`src/sv/pip_pkg.sv`:
```
// shared types and constants of the point-in-polygon tester
// used by the item interface, the sequencer, the edge datapath and the top level
// no dependencies
package pip_pkg;

  // fixed widths of the item fields and of the vertex count
  localparam int COORD_FIELD_W = 16;
  localparam int INDEX_W       = 4;
  localparam int COUNT_W       = 5;

  // defaults for the top-level parameters
  localparam int MAX_VERTICES_DEF = 16;
  localparam int COORD_WIDTH_DEF  = 16;

  // configuration port
  localparam int APB_ADDR_W = 3;
  localparam int APB_DATA_W = 32;
  localparam logic [APB_ADDR_W-1:0] ADDR_VERTEX_COUNT = 3'd0;
  localparam logic [COUNT_W-1:0]    VERTEX_COUNT_RST  = 5'd4;

  // item operation codes
  typedef enum logic {
    OP_LOAD = 1'b0,
    OP_TEST = 1'b1
  } pip_op_t;

  // read request travelling alongside the vertex memory read
  typedef struct packed {
    logic start;  // new test, clear the parity
    logic valid;  // a vertex read was issued
    logic first;  // read of the closing vertex, no edge yet
    logic last;   // read that completes the final edge
  } pip_rd_ctrl_t;

  // walk result from the edge datapath
  typedef struct packed {
    logic valid;
    logic in_poly;
  } pip_done_t;

endpackage

```
`src/sv/pip_item_if.sv`:
```
// input channel of the point-in-polygon tester
// depends on pip_pkg
interface pip_item_if;
  import pip_pkg::*;

  logic                              valid;
  logic                              ready;
  pip_op_t                           opcode;
  logic        [INDEX_W-1:0]         vertex_index;
  logic signed [COORD_FIELD_W-1:0]   coord_x;
  logic signed [COORD_FIELD_W-1:0]   coord_y;

  modport source (output valid, opcode, vertex_index, coord_x, coord_y, input ready);
  modport sink   (input valid, opcode, vertex_index, coord_x, coord_y, output ready);
endinterface

```
`src/sv/pip_result_if.sv`:
```
// result channel of the point-in-polygon tester
// no dependencies
interface pip_result_if;
  logic valid;
  logic ready;
  logic inside_res;

  modport source (output valid, inside_res, input ready);
  modport sink   (input valid, inside_res, output ready);
endinterface

```
`src/sv/pip_seq.sv`:
```
// sequencer: item handshake, vertex loads, edge walk over the vertex memory
// and the result register
// depends on pip_pkg, pip_item_if and pip_result_if
module pip_seq #(
  parameter int MAX_VERTICES = pip_pkg::MAX_VERTICES_DEF,
  parameter int COORD_WIDTH  = pip_pkg::COORD_WIDTH_DEF
) (
  input  logic                              clk,
  input  logic                              rst,
  pip_item_if.sink                          item,
  pip_result_if.source                      result,
  input  logic [pip_pkg::COUNT_W-1:0]       vertex_count,
  output logic                              ram_we,
  output logic [$clog2(MAX_VERTICES)-1:0]   ram_waddr,
  output logic [2*COORD_WIDTH-1:0]          ram_wdata,
  output logic                              ram_re,
  output logic [$clog2(MAX_VERTICES)-1:0]   ram_raddr,
  output pip_pkg::pip_rd_ctrl_t             ctrl,
  output logic signed [COORD_WIDTH-1:0]     px,
  output logic signed [COORD_WIDTH-1:0]     py,
  input  pip_pkg::pip_done_t                done
);
  import pip_pkg::*;

  localparam int AW = $clog2(MAX_VERTICES);
  localparam int CW = COORD_WIDTH;

  typedef enum logic [1:0] {
    S_IDLE,
    S_WALK,
    S_DRAIN,
    S_DONE
  } state_t;

  state_t               state;
  logic [COUNT_W-1:0]   n_reg;
  logic [COUNT_W-1:0]   k;
  logic                 res;
  logic                 accept;
  logic                 is_test;
  logic                 out_free;
  logic                 push;
  logic [COUNT_W-1:0]   n_sat;
  logic signed [CW-1:0] cx, cy;

  // coordinates wrapped or sign-extended to the working width
  assign cx = CW'(item.coord_x);
  assign cy = CW'(item.coord_y);

  assign item.ready = (state == S_IDLE);
  assign accept     = item.valid && item.ready;
  assign is_test    = (item.opcode == OP_TEST);
  assign out_free   = !result.valid || result.ready;

  // a finished result enters the output register
  assign push = out_free && (((state == S_DRAIN) && done.valid) || (state == S_DONE));

  // vertex count capped at the store depth
  assign n_sat = (32'(vertex_count) > MAX_VERTICES) ? COUNT_W'(MAX_VERTICES) : vertex_count;

  // load beat writes the vertex store
  assign ram_we    = accept && !is_test && (32'(item.vertex_index) < MAX_VERTICES);
  assign ram_waddr = AW'(item.vertex_index);
  assign ram_wdata = {cx, cy};

  // walk reads the closing vertex first, then vertices 0 to n-1
  assign ram_re    = (state == S_WALK);
  assign ram_raddr = (k == '0) ? AW'(n_reg - COUNT_W'(1)) : AW'(k - COUNT_W'(1));

  assign ctrl.start = accept && is_test;
  assign ctrl.valid = (state == S_WALK);
  assign ctrl.first = (k == '0);
  assign ctrl.last  = (k == n_reg);

  // state and registered outputs
  always_ff @(posedge clk) begin
    if (rst) begin
      state         <= S_IDLE;
      k             <= '0;
      n_reg         <= '0;
      res           <= 1'b0;
      result.valid  <= 1'b0;
    end else begin
      if (push) begin
        result.valid <= 1'b1;
      end else if (result.valid && result.ready) begin
        result.valid <= 1'b0;
      end
      case (state)
        S_IDLE: begin
          if (accept && is_test) begin
            px    <= cx;
            py    <= cy;
            n_reg <= n_sat;
            k     <= '0;
            if (n_sat == '0) begin
              res   <= 1'b0;
              state <= S_DONE;
            end else begin
              state <= S_WALK;
            end
          end
        end
        S_WALK: begin
          k <= k + COUNT_W'(1);
          if (k == n_reg) begin
            state <= S_DRAIN;
          end
        end
        S_DRAIN: begin
          if (done.valid) begin
            if (out_free) begin
              result.inside_res <= done.in_poly;
              state             <= S_IDLE;
            end else begin
              res   <= done.in_poly;
              state <= S_DONE;
            end
          end
        end
        S_DONE: begin
          if (out_free) begin
            result.inside_res <= res;
            state             <= S_IDLE;
          end
        end
        default: begin
          state <= S_IDLE;
        end
      endcase
    end
  end

  // walk reads stay inside the vertices in use
  a_walk_addr: assert property (@(posedge clk) disable iff (rst)
    (state == S_WALK) |-> (32'(ram_raddr) < 32'(n_reg)))
    else $error("walk read beyond vertex count");

  // the edge pipeline reports only while the walk drains
  a_done_in_drain: assert property (@(posedge clk) disable iff (rst)
    done.valid |-> (state == S_DRAIN))
    else $error("walk result outside drain");

  // walk ends after the final edge read
  a_walk_end: assert property (@(posedge clk) disable iff (rst)
    (state == S_WALK && k == n_reg) |=> (state == S_DRAIN))
    else $error("walk overran its edges");

  // a held result is pushed once the output frees
  a_result_push: assert property (@(posedge clk) disable iff (rst)
    (state == S_DONE && out_free) |=> (result.valid && state == S_IDLE))
    else $error("held result not delivered");

endmodule

```
`src/flat_wrapper.sv`:
```
// flat-port wrapper written by rule: the top's interface ports become plain ports
module pip_seq_flat import pip_pkg::*;
#(
  parameter int MAX_VERTICES = pip_pkg::MAX_VERTICES_DEF,
  parameter int COORD_WIDTH  = pip_pkg::COORD_WIDTH_DEF
)
  (clk, rst, vertex_count, ram_we, ram_waddr, ram_wdata, ram_re, ram_raddr, ctrl, px, py, done, item_valid, item_opcode, item_vertex_index, item_coord_x, item_coord_y, item_ready, result_valid, result_inside_res, result_ready);
  pip_item_if item_i ();
  pip_result_if result_i ();
  input  logic clk;
  input  logic rst;
  input  logic [pip_pkg::COUNT_W-1:0] vertex_count;
  output logic ram_we;
  output logic [$clog2(MAX_VERTICES)-1:0] ram_waddr;
  output logic [2*COORD_WIDTH-1:0] ram_wdata;
  output logic ram_re;
  output logic [$clog2(MAX_VERTICES)-1:0] ram_raddr;
  output pip_pkg::pip_rd_ctrl_t ctrl;
  output logic signed [COORD_WIDTH-1:0] px;
  output logic signed [COORD_WIDTH-1:0] py;
  input  pip_pkg::pip_done_t done;
  input wire logic [$bits(item_i.valid)-1:0] item_valid;
  input wire logic [$bits(item_i.opcode)-1:0] item_opcode;
  input wire logic [$bits(item_i.vertex_index)-1:0] item_vertex_index;
  input wire logic [$bits(item_i.coord_x)-1:0] item_coord_x;
  input wire logic [$bits(item_i.coord_y)-1:0] item_coord_y;
  output wire logic [$bits(item_i.ready)-1:0] item_ready;
  output wire logic [$bits(result_i.valid)-1:0] result_valid;
  output wire logic [$bits(result_i.inside_res)-1:0] result_inside_res;
  input wire logic [$bits(result_i.ready)-1:0] result_ready;
  assign item_i.valid = item_valid;
  assign item_i.opcode = item_opcode;
  assign item_i.vertex_index = item_vertex_index;
  assign item_i.coord_x = item_coord_x;
  assign item_i.coord_y = item_coord_y;
  assign item_ready = item_i.ready;
  assign result_valid = result_i.valid;
  assign result_inside_res = result_i.inside_res;
  assign result_i.ready = result_ready;
  pip_seq #(.MAX_VERTICES(MAX_VERTICES), .COORD_WIDTH(COORD_WIDTH)) u_core (.clk(clk), .rst(rst), .item(item_i), .result(result_i), .vertex_count(vertex_count), .ram_we(ram_we), .ram_waddr(ram_waddr), .ram_wdata(ram_wdata), .ram_re(ram_re), .ram_raddr(ram_raddr), .ctrl(ctrl), .px(px), .py(py), .done(done));
endmodule
```
`config.mk`:
```
export PLATFORM = sky130hd
export DESIGN_NAME = pip_seq_flat
export DESIGN_NICKNAME = d
export VERILOG_FILES = /design/src/sv/pip_pkg.sv /design/src/sv/pip_item_if.sv /design/src/sv/pip_result_if.sv /design/src/sv/pip_seq.sv /design/src/flat_wrapper.sv
export SDC_FILE = /design/constraint.sdc
export NUM_CORES = 1
export LEC_CHECK = 0
export ABC_AREA = 1
export BUFFER_PORTS_ARGS = -buffer_cell sky130_fd_sc_hd__buf_2
export CAP_MARGIN = 20
export CORE_UTILIZATION = 40
export CTS_BUF_LIST = sky130_fd_sc_hd__clkbuf_4 sky130_fd_sc_hd__clkbuf_8
export CTS_CLUSTER_SIZE = 20
export DETAILED_ROUTE_END_ITERATION = 7
export PLACE_DENSITY = 0.87
export RECOVER_POWER = 100
export SETUP_SLACK_MARGIN = 0.02
export SLEW_MARGIN = 20
export SYNTH_ARGS = -nofsm -noshare
export SYNTH_HDL_FRONTEND = slang
export SYNTH_SLANG_ARGS = --single-unit
```
`constraint.sdc`:
```
create_clock -name clk -period 2.65 [get_ports clk]
set_input_delay 0.265 -clock clk [delete_from_list [all_inputs] [get_ports clk]]
set_output_delay 0.265 -clock clk [all_outputs]
set_load 0.1 [all_outputs]
```
---- Word-level counts from Yosys, hierarchy flattened ----
Index checks and enable logic that the tools add are counted.
storage, ports and cells
  output and inout bits ................... 81
  bits in registers ....................... 47
  input port bits ......................... 48
  logic and storage cells ................. 69
cells by class
  eq/ne operators ......................... 11
  magnitude comparators ................... 1
  reduce and logical (&&, ||, !) cells .... 23
  bitwise logic cells ..................... 1
  muxes and demuxes ....................... 22
  add/sub/neg operators ................... 3
operator list
  kind                                                  number
  two-way mux 2 bit                                     6
  zero test 5 bit                                       2
  two-way mux 5 bit                                     2
  case mux 5 bit (2 select lines)                       1
  AND reduction 5 bit                                   2
  two-way mux 1 bit                                     9
  != test 2 bit, second input constant                  4
  case mux 2 bit (4 select lines)                       1
  nonzero test 2 bit                                    4
  subtractor 4 x 1 -> 4 bit, second input constant      2
  logical AND 1 bit                                     6
  != test 2 x 1 -> 1 bit, second input constant         3
  adder 5 x 1 -> 5 bit, second input constant           1
  equality test 5 bit                                   1
  greater-than comparator 5 bit, second input constant  1
  equality test 2 bit, second input constant            2
  two-way mux 4 bit                                     1
  case mux 1 bit (2 select lines)                       2
  AND reduction 2 bit                                   2
  AND reduction 4 bit                                   1
  AND reduction 3 bit                                   1
  equality test 2 x 1 -> 1 bit, second input constant   1
  zero test 1 bit                                       2
  zero test 2 bit                                       1
  2 further kinds                                       3

---- Logic depth before layout (Yosys ltp) ----
Gate-level depths: netlist of the first run.
  depth after elaboration ................. 6
  gate-level depth with buffers ........... 9
  mapped depth without buffers ............ 9

---- Worst setup path before layout of the first run ----
OpenSTA, ideal clock, no wires.
  path type ............................... register -> output
  start point ............................. register u_core.k[0]
  end point ............................... output ram_raddr[2]
  arrival ................................. 4.020 ns
  data required time ...................... 2.385 ns
  path slack .............................. -1.635 ns
  path buffers ............................ 0
  cell stages (with the launch flop) ...... 7
  path through ............................ dfxtp_1 -> inv_1 -> ha_1 -> nand3_2 -> o21ai_1 -> ha_1 -> xor2_1
on the way
  longest elaborated chain between the ends .. 2
  elaborated cells between the ends (all ways) .. 3
  those cells by class .................... 1 x add/sub; 1 x mux; 1 x reduce/logical
RTL lines
  element                                                              line                source
  start, declared                                                      pip_seq.sv:37       logic [COUNT_W-1:0] k;
  start signal, assigned                                               pip_seq.sv:105      k <= k + COUNT_W'(1);
  subtractor 4 x 1 -> 4 bit / zero test 5 bit (equally long branches)  pip_seq.sv:68       assign ram_raddr = (k == '0) ? AW'(n_reg - COUNT_W'(1)) : AW'(k - COUNT_W'(1));
  two-way mux 4 bit *                                                  pip_seq.sv:68
  end, declared                                                        flat_wrapper.sv:17  output logic [$clog2(MAX_VERTICES)-1:0] ram_raddr;
Mark *: on every way between the ends. The rest lies on a longest branch, timed or not.

---- Worst setup path in the final report of the first run ----
  start point ............................. register u_core.k[0]
  end point ............................... output ram_raddr[1]
The elaborated chain is that of the path after synthesis.

==> results of run 1 <==
-- cells by family (layout without fill, tap and decap cells) --
family	Yosys count	after routing	synth area share
and+or+nand+nor	79	79	0.1673
buffers and inverters	62	152	0.1690
AOI/OAI and AO/OA	24	24	0.06240
xor gates and xnor gates	2	2	0.007942
adders and majority gates	3	3	0.01702
DFF	47	47	0.5763
-- how the worst max path moves through the flow --
stage | start | end | slack (ns) | cells past startpoint
4_1_cts | u_core.k[0] | ram_raddr[2] | 0.11 | 9
3_3_place_gp | u_core.k[0] | ram_raddr[2] | 0.54 | 9
5_1_grt | u_core.k[0] | ram_raddr[1] | 0.04 | 9
2_1_floorplan | u_core.k[0] | ram_raddr[2] | -0.19 | 6
3_5_place_dp | u_core.k[0] | ram_raddr[2] | 0.44 | 9
6_report | u_core.k[0] | ram_raddr[1] | 0.20 | 9
-- cell usage after synthesis --
cell / n / area share
dfxtp_1: 14 / 0.13
inv_1: 22 / 0.037
xnor2_1: 1 / 0.0040
a211oi_1: 1 / 0.0034
buf_4: 37 / 0.13
xor2_1: 1 / 0.0040
nand4_1: 3 / 0.0085
a22oi_1: 1 / 0.0034
nand2_1: 44 / 0.075
o21ai_0: 6 / 0.014
o21ai_2: 1 / 0.0040
o21bai_1: 1 / 0.0034
nand3_1: 9 / 0.020
nor2_2: 1 / 0.0028
nor2_4: 2 / 0.010
nand3_4: 1 / 0.0079
clkinv_1: 1 / 0.0017
nor3_1: 1 / 0.0023
ha_1: 3 / 0.017
nand3_2: 1 / 0.0045
nand2_2: 2 / 0.0057
nand3b_1: 2 / 0.0068
edfxtp_1: 33 / 0.45
a21oi_2: 1 / 0.0040
a21oi_1: 10 / 0.023
clkbuf_1: 1 / 0.0017
or2_2: 1 / 0.0028
o31ai_1: 1 / 0.0034
buf_2: 1 / 0.0023
o21ai_1: 2 / 0.0045
nor2_1: 12 / 0.020
-- area by class of cell --
cell class                      count  share of cell area
Clock inverter                      3             0.02571
Multi-Input combinational cell    108              0.2095
Clock buffer                        5             0.02619
Inverter                           23             0.03286
Timing Repair Buffer              121              0.1886
Tap cell                           70             0.03333
Sequential cell                    47              0.4838
-- power breakdown --
group	leakage (uW)	internal (uW)	switching, uW
logic	0.000532	234	1470
clock network	0.0000644	376	222
registers	0.000415	868	47.2
-- stage by stage --
step                  util  cell area, sq um
floorplan                -              2227
global placement    0.5065              2636
detailed placement  0.5065              2636
CTS                 0.5327              2773
global route        0.5048              2628
finish              0.5048              2628
-- metal layers --
metal	global-route usage	vias up	share of wire
met3	0.04072	8	0.070
met2	0.3027	91	0.53
met4	0.05962	0	0.018
li1	-	854	-
met5	0	-	0
met1	0.1693	751	0.38
-- repair_timing --
| item | 4_1_cts | 5_1_grt |
|---|---|---|
| endpoints found under the hold margin | 0 | 0 |
| endpoints found under the setup margin | 0 | 1 |
| gates resized for setup | 0 | 1 |
| hold buffers | 0 | 0 |
| setup buffers | 0 | 0 |
-- worst reg2reg max path: cells and delay by family, from the launching register on --
family	cells	cell delay (ns)
buf+inv	1	0.59
simple gates	3	0.86
flops	1	0.36
==> tab_implementation.tex, run 1 <==
\begin{tabular}{lr}
\hline
Metric & Value \\
\hline
\multicolumn{2}{l}{\textbf{Worst setup path}} \\
\quad Highest-delay cell along the critical path & dfxtp\_1 \\
\quad FF-to-FF path depth & 4 \\
\quad Setup slack of the most critical reg-to-reg path & 0.46 ns \\
\quad Worst Setup End Kind & output pin \\
\quad Maximum fanout along the worst path & 7 \\
\quad Start of the worst register-to-register path & u\_core.state[1] \\
\quad Worst Setup Start Kind & flop \\
\quad Most used cell, CP & inv\_1 \\
\quad Critical path class & reg2out \\
\quad Destination of the worst register-to-register timing path & u\_core.py[7] \\
\quad Worst Path Required & 2.38 ns \\
\quad CP delay by family, top & buffers and inverters \\
\quad Buf+Inv Stages, Crit Path & 4 \\
\quad Slowest stage delay, CP & 0.41 ns \\
\quad Critical path, cell by cell & inv\_1 -> ha\_1 -> nand3\_2 -> nand2\_1 -> o21ai\_1 -> inv\_1 -> ha\_1 -> inv\_1 -> buf\_2 \\
\quad Arrival time of data at the critical path endpoint & 2.19 ns \\
\multicolumn{2}{l}{\textbf{Synthesis}} \\
\quad Share of synthesized area occupied by flip-flops and latches & 0.5763 \\
\quad Area of the mapped netlist & 2206 sq um \\
\quad Number of synthesized register bits & 47 \\
\quad Average size of a mapped cell & 10.17 sq um \\
\quad Warning count from the yosys run & 0 \\
\quad Number of unique standard cell types used by synthesis & 31 \\
\quad Gate count of the mapped netlist & 217 \\
\quad Syn Nets & 268 \\
\multicolumn{2}{l}{\textbf{Layout}} \\
\quad Filler cell count & 526 \\
\quad Commonest cells after routing, fill and taps aside & clkbuf\_1 (90), nand2\_1 (46), edfxtp\_1 (33) \\
\quad Share of cells above drive strength 1 & 0.1531 \\
\quad Net count reported at finish & 357 \\
\quad Combined flip-flop and latch cell area & 1271 sq um \\
\quad Final Instance Count excl. Fillers & 377 \\
\quad ANT cells & 0 \\
\quad Most common cell after layout, fill and taps aside & clkbuf\_1 \\
\quad Growth of design area from synthesis to finish & 19.12\% \\
\quad Multi-input logic area & 550.5 sq um \\
\quad Largest regs & u\_core.px x16, u\_core.py x16 \\
\multicolumn{2}{l}{\textbf{Route}} \\
\quad First-pass DRT Iterations & 4 \\
\quad Vias & 1,704 \\
\quad Wire per inst & 12.21 um \\
\quad Vias per inst & 4.520 \\
\quad Antenna-violating nets left & 0 \\
\quad Detailed router's first-iteration violation count & 56 \\
\quad Post-Route WL & 4.604 mm \\
\quad Total DRC errors in the routed layout & 0 \\
\multicolumn{2}{l}{\textbf{Clock network}} \\
\quad TritonCTS buffer count & 5 \\
\quad Clock Sinks & 47 \\
\quad Clk pin slew, worst setup/hold paths & 0.09 ns \\
\quad Buffers from clock root to sink, at most & 2 \\
\quad Clock tree from TritonCTS & built \\
\quad Source-to-sink clock delay at the later pin of the worst-skew pair & 0.29 ns \\
\quad Master cell of the clock root buffer & clkbuf\_8 \\
\quad Number of levels the H-tree was split into & 2 \\
\multicolumn{2}{l}{\textbf{Job}} \\
\quad Max-cap violations & 0 \\
\multicolumn{2}{l}{\textbf{Hold path}} \\
\quad Startpoint of the tightest hold check path & item\_coord\_x[5] \\
\quad Sink of the worst hold path & u\_core.px[5] \\
\quad Hold depth & 1 \\
\quad Tightest Hold Check Type & in2reg \\
\multicolumn{2}{l}{\textbf{Placement}} \\
\quad Final GP Congestion & 0.8691 \\
\quad IO Port Bufs & 120 \\
\quad Half-perimeter wire length of the detailed placement result & 3.736 mm \\
\quad Cells after DPL & 369 \\
\quad Worst slack at placement & 0.4450 ns \\
\multicolumn{2}{l}{\textbf{Global route}} \\
\quad Grt ovf & 0 \\
\quad Maximum number of pins on one net before global-route repair & 33 \\
\quad First-pass GRT wire length & 7.127 mm \\
\quad Initial antenna violation count & 0 \\
\quad All-layer global routing usage & 0.1602 \\
\quad Vias in the first global route & 1,513 \\
\multicolumn{2}{l}{\textbf{Power and ir drop}} \\
\quad Power density normalized to cell area & 1224 nW/um\^{}2 \\
\quad Post-route total power & 3215 uW \\
\quad Worst IR drop on VDD & 0.0008643 V \\
\quad Leakage power summed over all cells & 0.001011 uW \\
\multicolumn{2}{l}{\textbf{Die}} \\
\quad Die area & 5816 sq um \\
\quad Die height & 76.26 um \\
\quad I/O pin cnt & 129 \\
\quad Starting density of the core & 0.4238 \\
\quad CORE AREA & 5205 sq um \\
\quad Width of the chip & 76.26 um \\
\quad Number of placement rows & 26 \\
\multicolumn{2}{l}{\textbf{Status}} \\
\quad Run status & finished, final reports clean \\
\multicolumn{2}{l}{\textbf{STA}} \\
\quad Time the worst path needs with I/O delays and setup & 2.450 ns \\
\quad Number of failing hold endpoints at the final stage & 0 \\
\quad Max Clock Skew & 0.008296 ns \\
\quad Setup slack after layout & 0.1999 ns \\
\quad Worst Max-Slew Pin Slew & 1.227 ns \\
\quad Highest clock rate & 0.4082 GHz \\
\quad Final Max Slew Viols & 0 \\
\quad Total negative slack for setup checks & 0 ns \\
\quad Headroom to the max-slew limit & 0.1856 \\
\quad Share of the clock period used by the worst path & 0.9246 \\
\quad Fin Hold WS & 0.1617 ns \\
\quad RSZ-0062 raised after global routing & false \\
\quad Final count of negative-setup-slack endpoints & 0 \\
\hline
\end{tabular}
No activity file was read; power rests on OpenSTA's default activity.
==> run 2, diff against run 1 <==
==> constraint.sdc (replaced) <==
create_clock -name clk -period 1.95 [get_ports clk]
set_input_delay 0.39 -clock clk [delete_from_list [all_inputs] [get_ports clk]]
set_output_delay 0.39 -clock clk [all_outputs]
set_load 0.1 [all_outputs]
==> tab_implementation.tex, run 2 (synthesis gave the netlist of run 1 again) <==
\begin{tabular}{lr}
\hline
Metric & Value \\
\hline
\multicolumn{2}{l}{\textbf{Placement}} \\
\quad IO Port Bufs & 120 (unchanged) \\
\quad Half-perimeter wire length of the detailed placement result & 3.831 mm (+2.6\%) \\
\quad Total cell area at the placement stage & 2850 sq um (+8.1\%) \\
\quad Final GP Congestion & 0.8966 (+3.2\%) \\
\multicolumn{2}{l}{\textbf{Layout}} \\
\quad ANT cells & 0 (unchanged) \\
\quad Filler cell count & 466 (-11\%) \\
\quad Cell area after layout & 2955 sq um (+12\%) \\
\quad Growth of design area from synthesis to finish & 33.98\% \\
\quad Most common cell after layout, fill and taps aside & clkbuf\_2 \\
\quad Share of cells above drive strength 1 & 0.4525 (+0.2994) \\
\quad Net count reported at finish & 366 (+2.5\%) \\
\quad Utilization after layout & 0.5678 (+0.06298) \\
\quad Commonest cells after routing, fill and taps aside & clkbuf\_2 (57), nand2\_1 (43), edfxtp\_1 (33) \\
\quad Largest regs & u\_core.px x16, u\_core.py x16 \\
\multicolumn{2}{l}{\textbf{Route}} \\
\quad Top Layer Used & met4 \\
\quad Detailed router's first-iteration violation count & 42 (-25\%) \\
\quad Amount of wire on met3 after detailed routing & 336 um (+4.0\%) \\
\quad Vias & 1,795 (+5.3\%) \\
\quad Met1 routed wirelength after detailed routing & 1.877 mm (+6.8\%) \\
\quad Total DRC errors in the routed layout & 0 (unchanged) \\
\quad Vias per inst & 4.650 (+2.9\%) \\
\quad Routed length on met2 & 2.785 mm (+14\%) \\
\quad Post-Route WL & 5.073 mm (+10\%) \\
\quad First-pass DRT Iterations & 4 (unchanged) \\
\quad Antenna-violating nets left & 0 (unchanged) \\
\quad Wire per inst & 13.14 um (+7.6\%) \\
\multicolumn{2}{l}{\textbf{Global route}} \\
\quad Grt ovf & 0 (unchanged) \\
\quad Vias in the first global route & 1,634 (+8.0\%) \\
\quad First-pass GRT wire length & 7.769 mm (+9.0\%) \\
\quad All-layer global routing usage & 0.1756 (+0.01535) \\
\quad Initial antenna violation count & 0 (unchanged) \\
\quad Maximum number of pins on one net before global-route repair & 33 (unchanged) \\
\multicolumn{2}{l}{\textbf{Worst setup path}} \\
\quad Worst Path Required & 1.56 ns (-0.82 ns) \\
\quad Start of the worst register-to-register path & u\_core.state[0] \\
\quad Arrival time of data at the critical path endpoint & 1.73 ns (-0.46 ns) \\
\quad Setup slack of the most critical reg-to-reg path & 0.32 ns (-0.14 ns) \\
\quad Critical path class & reg2out \\
\quad Worst Setup Start Kind & flop \\
\quad Critical path, cell by cell & inv\_4 -> ha\_4 -> nand3\_4 -> nand2\_2 -> o21ai\_4 -> inv\_2 -> ha\_4 -> xor2\_4 -> buf\_12 \\
\quad FF-to-FF path depth & 4 (unchanged) \\
\quad Buf+Inv Stages, Crit Path & 3 (-1) \\
\quad Most used cell, CP & ha\_4 \\
\quad Highest-delay cell along the critical path & dfxtp\_4 \\
\quad Destination of the worst register-to-register timing path & u\_core.px[1] \\
\quad Worst Setup End Kind & output pin \\
\quad Critical path origin & u\_core.k[0] \\
\quad Slowest stage delay, CP & 0.36 ns (-0.05 ns) \\
\quad Maximum fanout along the worst path & 6 (-1) \\
\quad CP delay by family, top & flip-flops \\
\multicolumn{2}{l}{\textbf{Clock network}} \\
\quad TritonCTS buffer count & 5 (unchanged) \\
\quad Master cell of the clock root buffer & clkbuf\_8 \\
\quad Clk pin slew, worst setup/hold paths & 0.09 ns (about the same) \\
\quad Clock Sinks & 47 (unchanged) \\
\quad Clock tree from TritonCTS & built \\
\quad Number of levels the H-tree was split into & 2 (unchanged) \\
\quad Buffers from clock root to sink, at most & 2 (unchanged) \\
\quad Source-to-sink clock delay at the later pin of the worst-skew pair & 0.29 ns (about the same) \\
\multicolumn{2}{l}{\textbf{STA}} \\
\quad Number of failing hold endpoints at the final stage & 0 (unchanged) \\
\quad Max Clock Skew & 0.004953 ns (-0.003343 ns) \\
\quad Worst Max-Slew Pin Slew & 1.174 ns (-0.05245 ns) \\
\quad Headroom to the max-slew limit & 0.2202 (+0.03464) \\
\quad Highest clock rate & 0.4718 GHz \\
\quad Total negative slack for setup checks & -0.5682 ns (-0.5682 ns) \\
\quad Final count of negative-setup-slack endpoints & 6 (+6) \\
\quad Final Max Slew Viols & 0 (unchanged) \\
\quad Setup slack after layout & -0.1696 ns (-0.3696 ns) \\
\quad RSZ-0062 raised after global routing & true \\
\quad Share of the clock period used by the worst path & 1.087 \\
\quad Time the worst path needs with I/O delays and setup & 2.120 ns \\
\multicolumn{2}{l}{\textbf{Hold path}} \\
\quad Sink of the worst hold path & u\_core.py[12] \\
\quad Tightest Hold Check Type & in2reg \\
\quad Hold depth & 1 (unchanged) \\
\quad Startpoint of the tightest hold check path & item\_coord\_y[12] \\
\multicolumn{2}{l}{\textbf{Die}} \\
\quad Width of the chip & 76.26 um (unchanged) \\
\quad Starting density of the core & 0.4238 (unchanged) \\
\quad Die height & 76.26 um (unchanged) \\
\quad I/O pin cnt & 129 (unchanged) \\
\quad CORE AREA & 5205 sq um (unchanged) \\
\quad Number of placement rows & 26 (unchanged) \\
\quad Die area & 5816 sq um (unchanged) \\
\multicolumn{2}{l}{\textbf{Status}} \\
\quad Run status & finished, violations left \\
\quad Failing checks & setup timing \\
\multicolumn{2}{l}{\textbf{Power and ir drop}} \\
\quad Power density normalized to cell area & 1595 nW/um\^{}2 (+30\%) \\
\quad Leakage power summed over all cells & 0.001263 uW (+25\%) \\
\quad Worst IR drop on VDD & 0.001476 V (+71\%) \\
\multicolumn{2}{l}{\textbf{Job}} \\
\quad Max-cap violations & 0 (unchanged) \\
\hline
\end{tabular}
-- run 2: worst max-delay path by stage --
stage / end / slack (ns) / cells past startpoint
2_1_floorplan: ram_raddr[2] / -0.56 / 6
3_3_place_gp: ram_raddr[2] / 0.11 / 7
3_5_place_dp: ram_raddr[2] / 0.06 / 7
4_1_cts: ram_raddr[1] / -0.15 / 8
5_1_grt: ram_raddr[2] / -0.27 / 9
6_report: ram_raddr[2] / -0.17 / 9
-- run 2: repair_timing --
action,in CTS,in global routing
buffers inserted,6,0
hold buffers,0,0
endpoints found under the setup margin,3,8
pin swaps,3,2
gates resized for setup,8,12
endpoints found under the hold margin,0,0
-- run 2: worst register-to-register path, delay by kind of cell (launching register included) --
kind | cells | cell delay, ns
and+or+nand+nor | 3 | 0.51
buffers and inverters | 1 | 0.40
DFF | 1 | 0.37
-- run 2: final cells by class --
cell class	instances	area (sq um)	area share
clock buffers	5	68.82	0.02329
clock inverters	3	23.77	0.008044
inverters	23	95.09	0.03218
multi-input cells	108	666.9	0.2257
flip-flops and latches	47	1281	0.4335
well taps	70	87.58	0.02964
repair buffers	130	732.0	0.2477
-- run 2: power by group --
part / total (uW) / internal [uW] / leakage [uW] / switching, uW
Combinational: 2880 / 722 / 0.000804 / 2160
Clock: 576 / 256 / 0.0000408 / 320
Sequential: 1250 / 1190 / 0.000418 / 68.1
Total: 4710 / 2160 / 0.00126 / 2550
-- run 2: per-layer routing --
metal / track usage / vias to the layer above
li1: - / 877
met1: 0.1772 / 817
met2: 0.3360 / 92
met3: 0.05030 / 9
met4: 0.06731 / 0
met5: 0 / -
-- run 2: metrics by stage --
step | power (uW) | setup slack (ns) | std cells | hold WS [ns]
2_1_floorplan | 3538 | -0.5570 | 217 | 0.4518
3_3_place_gp | 4065 | 0.1119 | 372 | 0.4717
3_5_place_dp | 4105 | 0.06459 | 372 | 0.4918
4_1_cts | 4779 | -0.1518 | 386 | 0.2668
5_1_grt | 4913 | -0.2696 | 386 | 0.2608
6_report | 4713 | -0.1696 | 386 | 0.2799
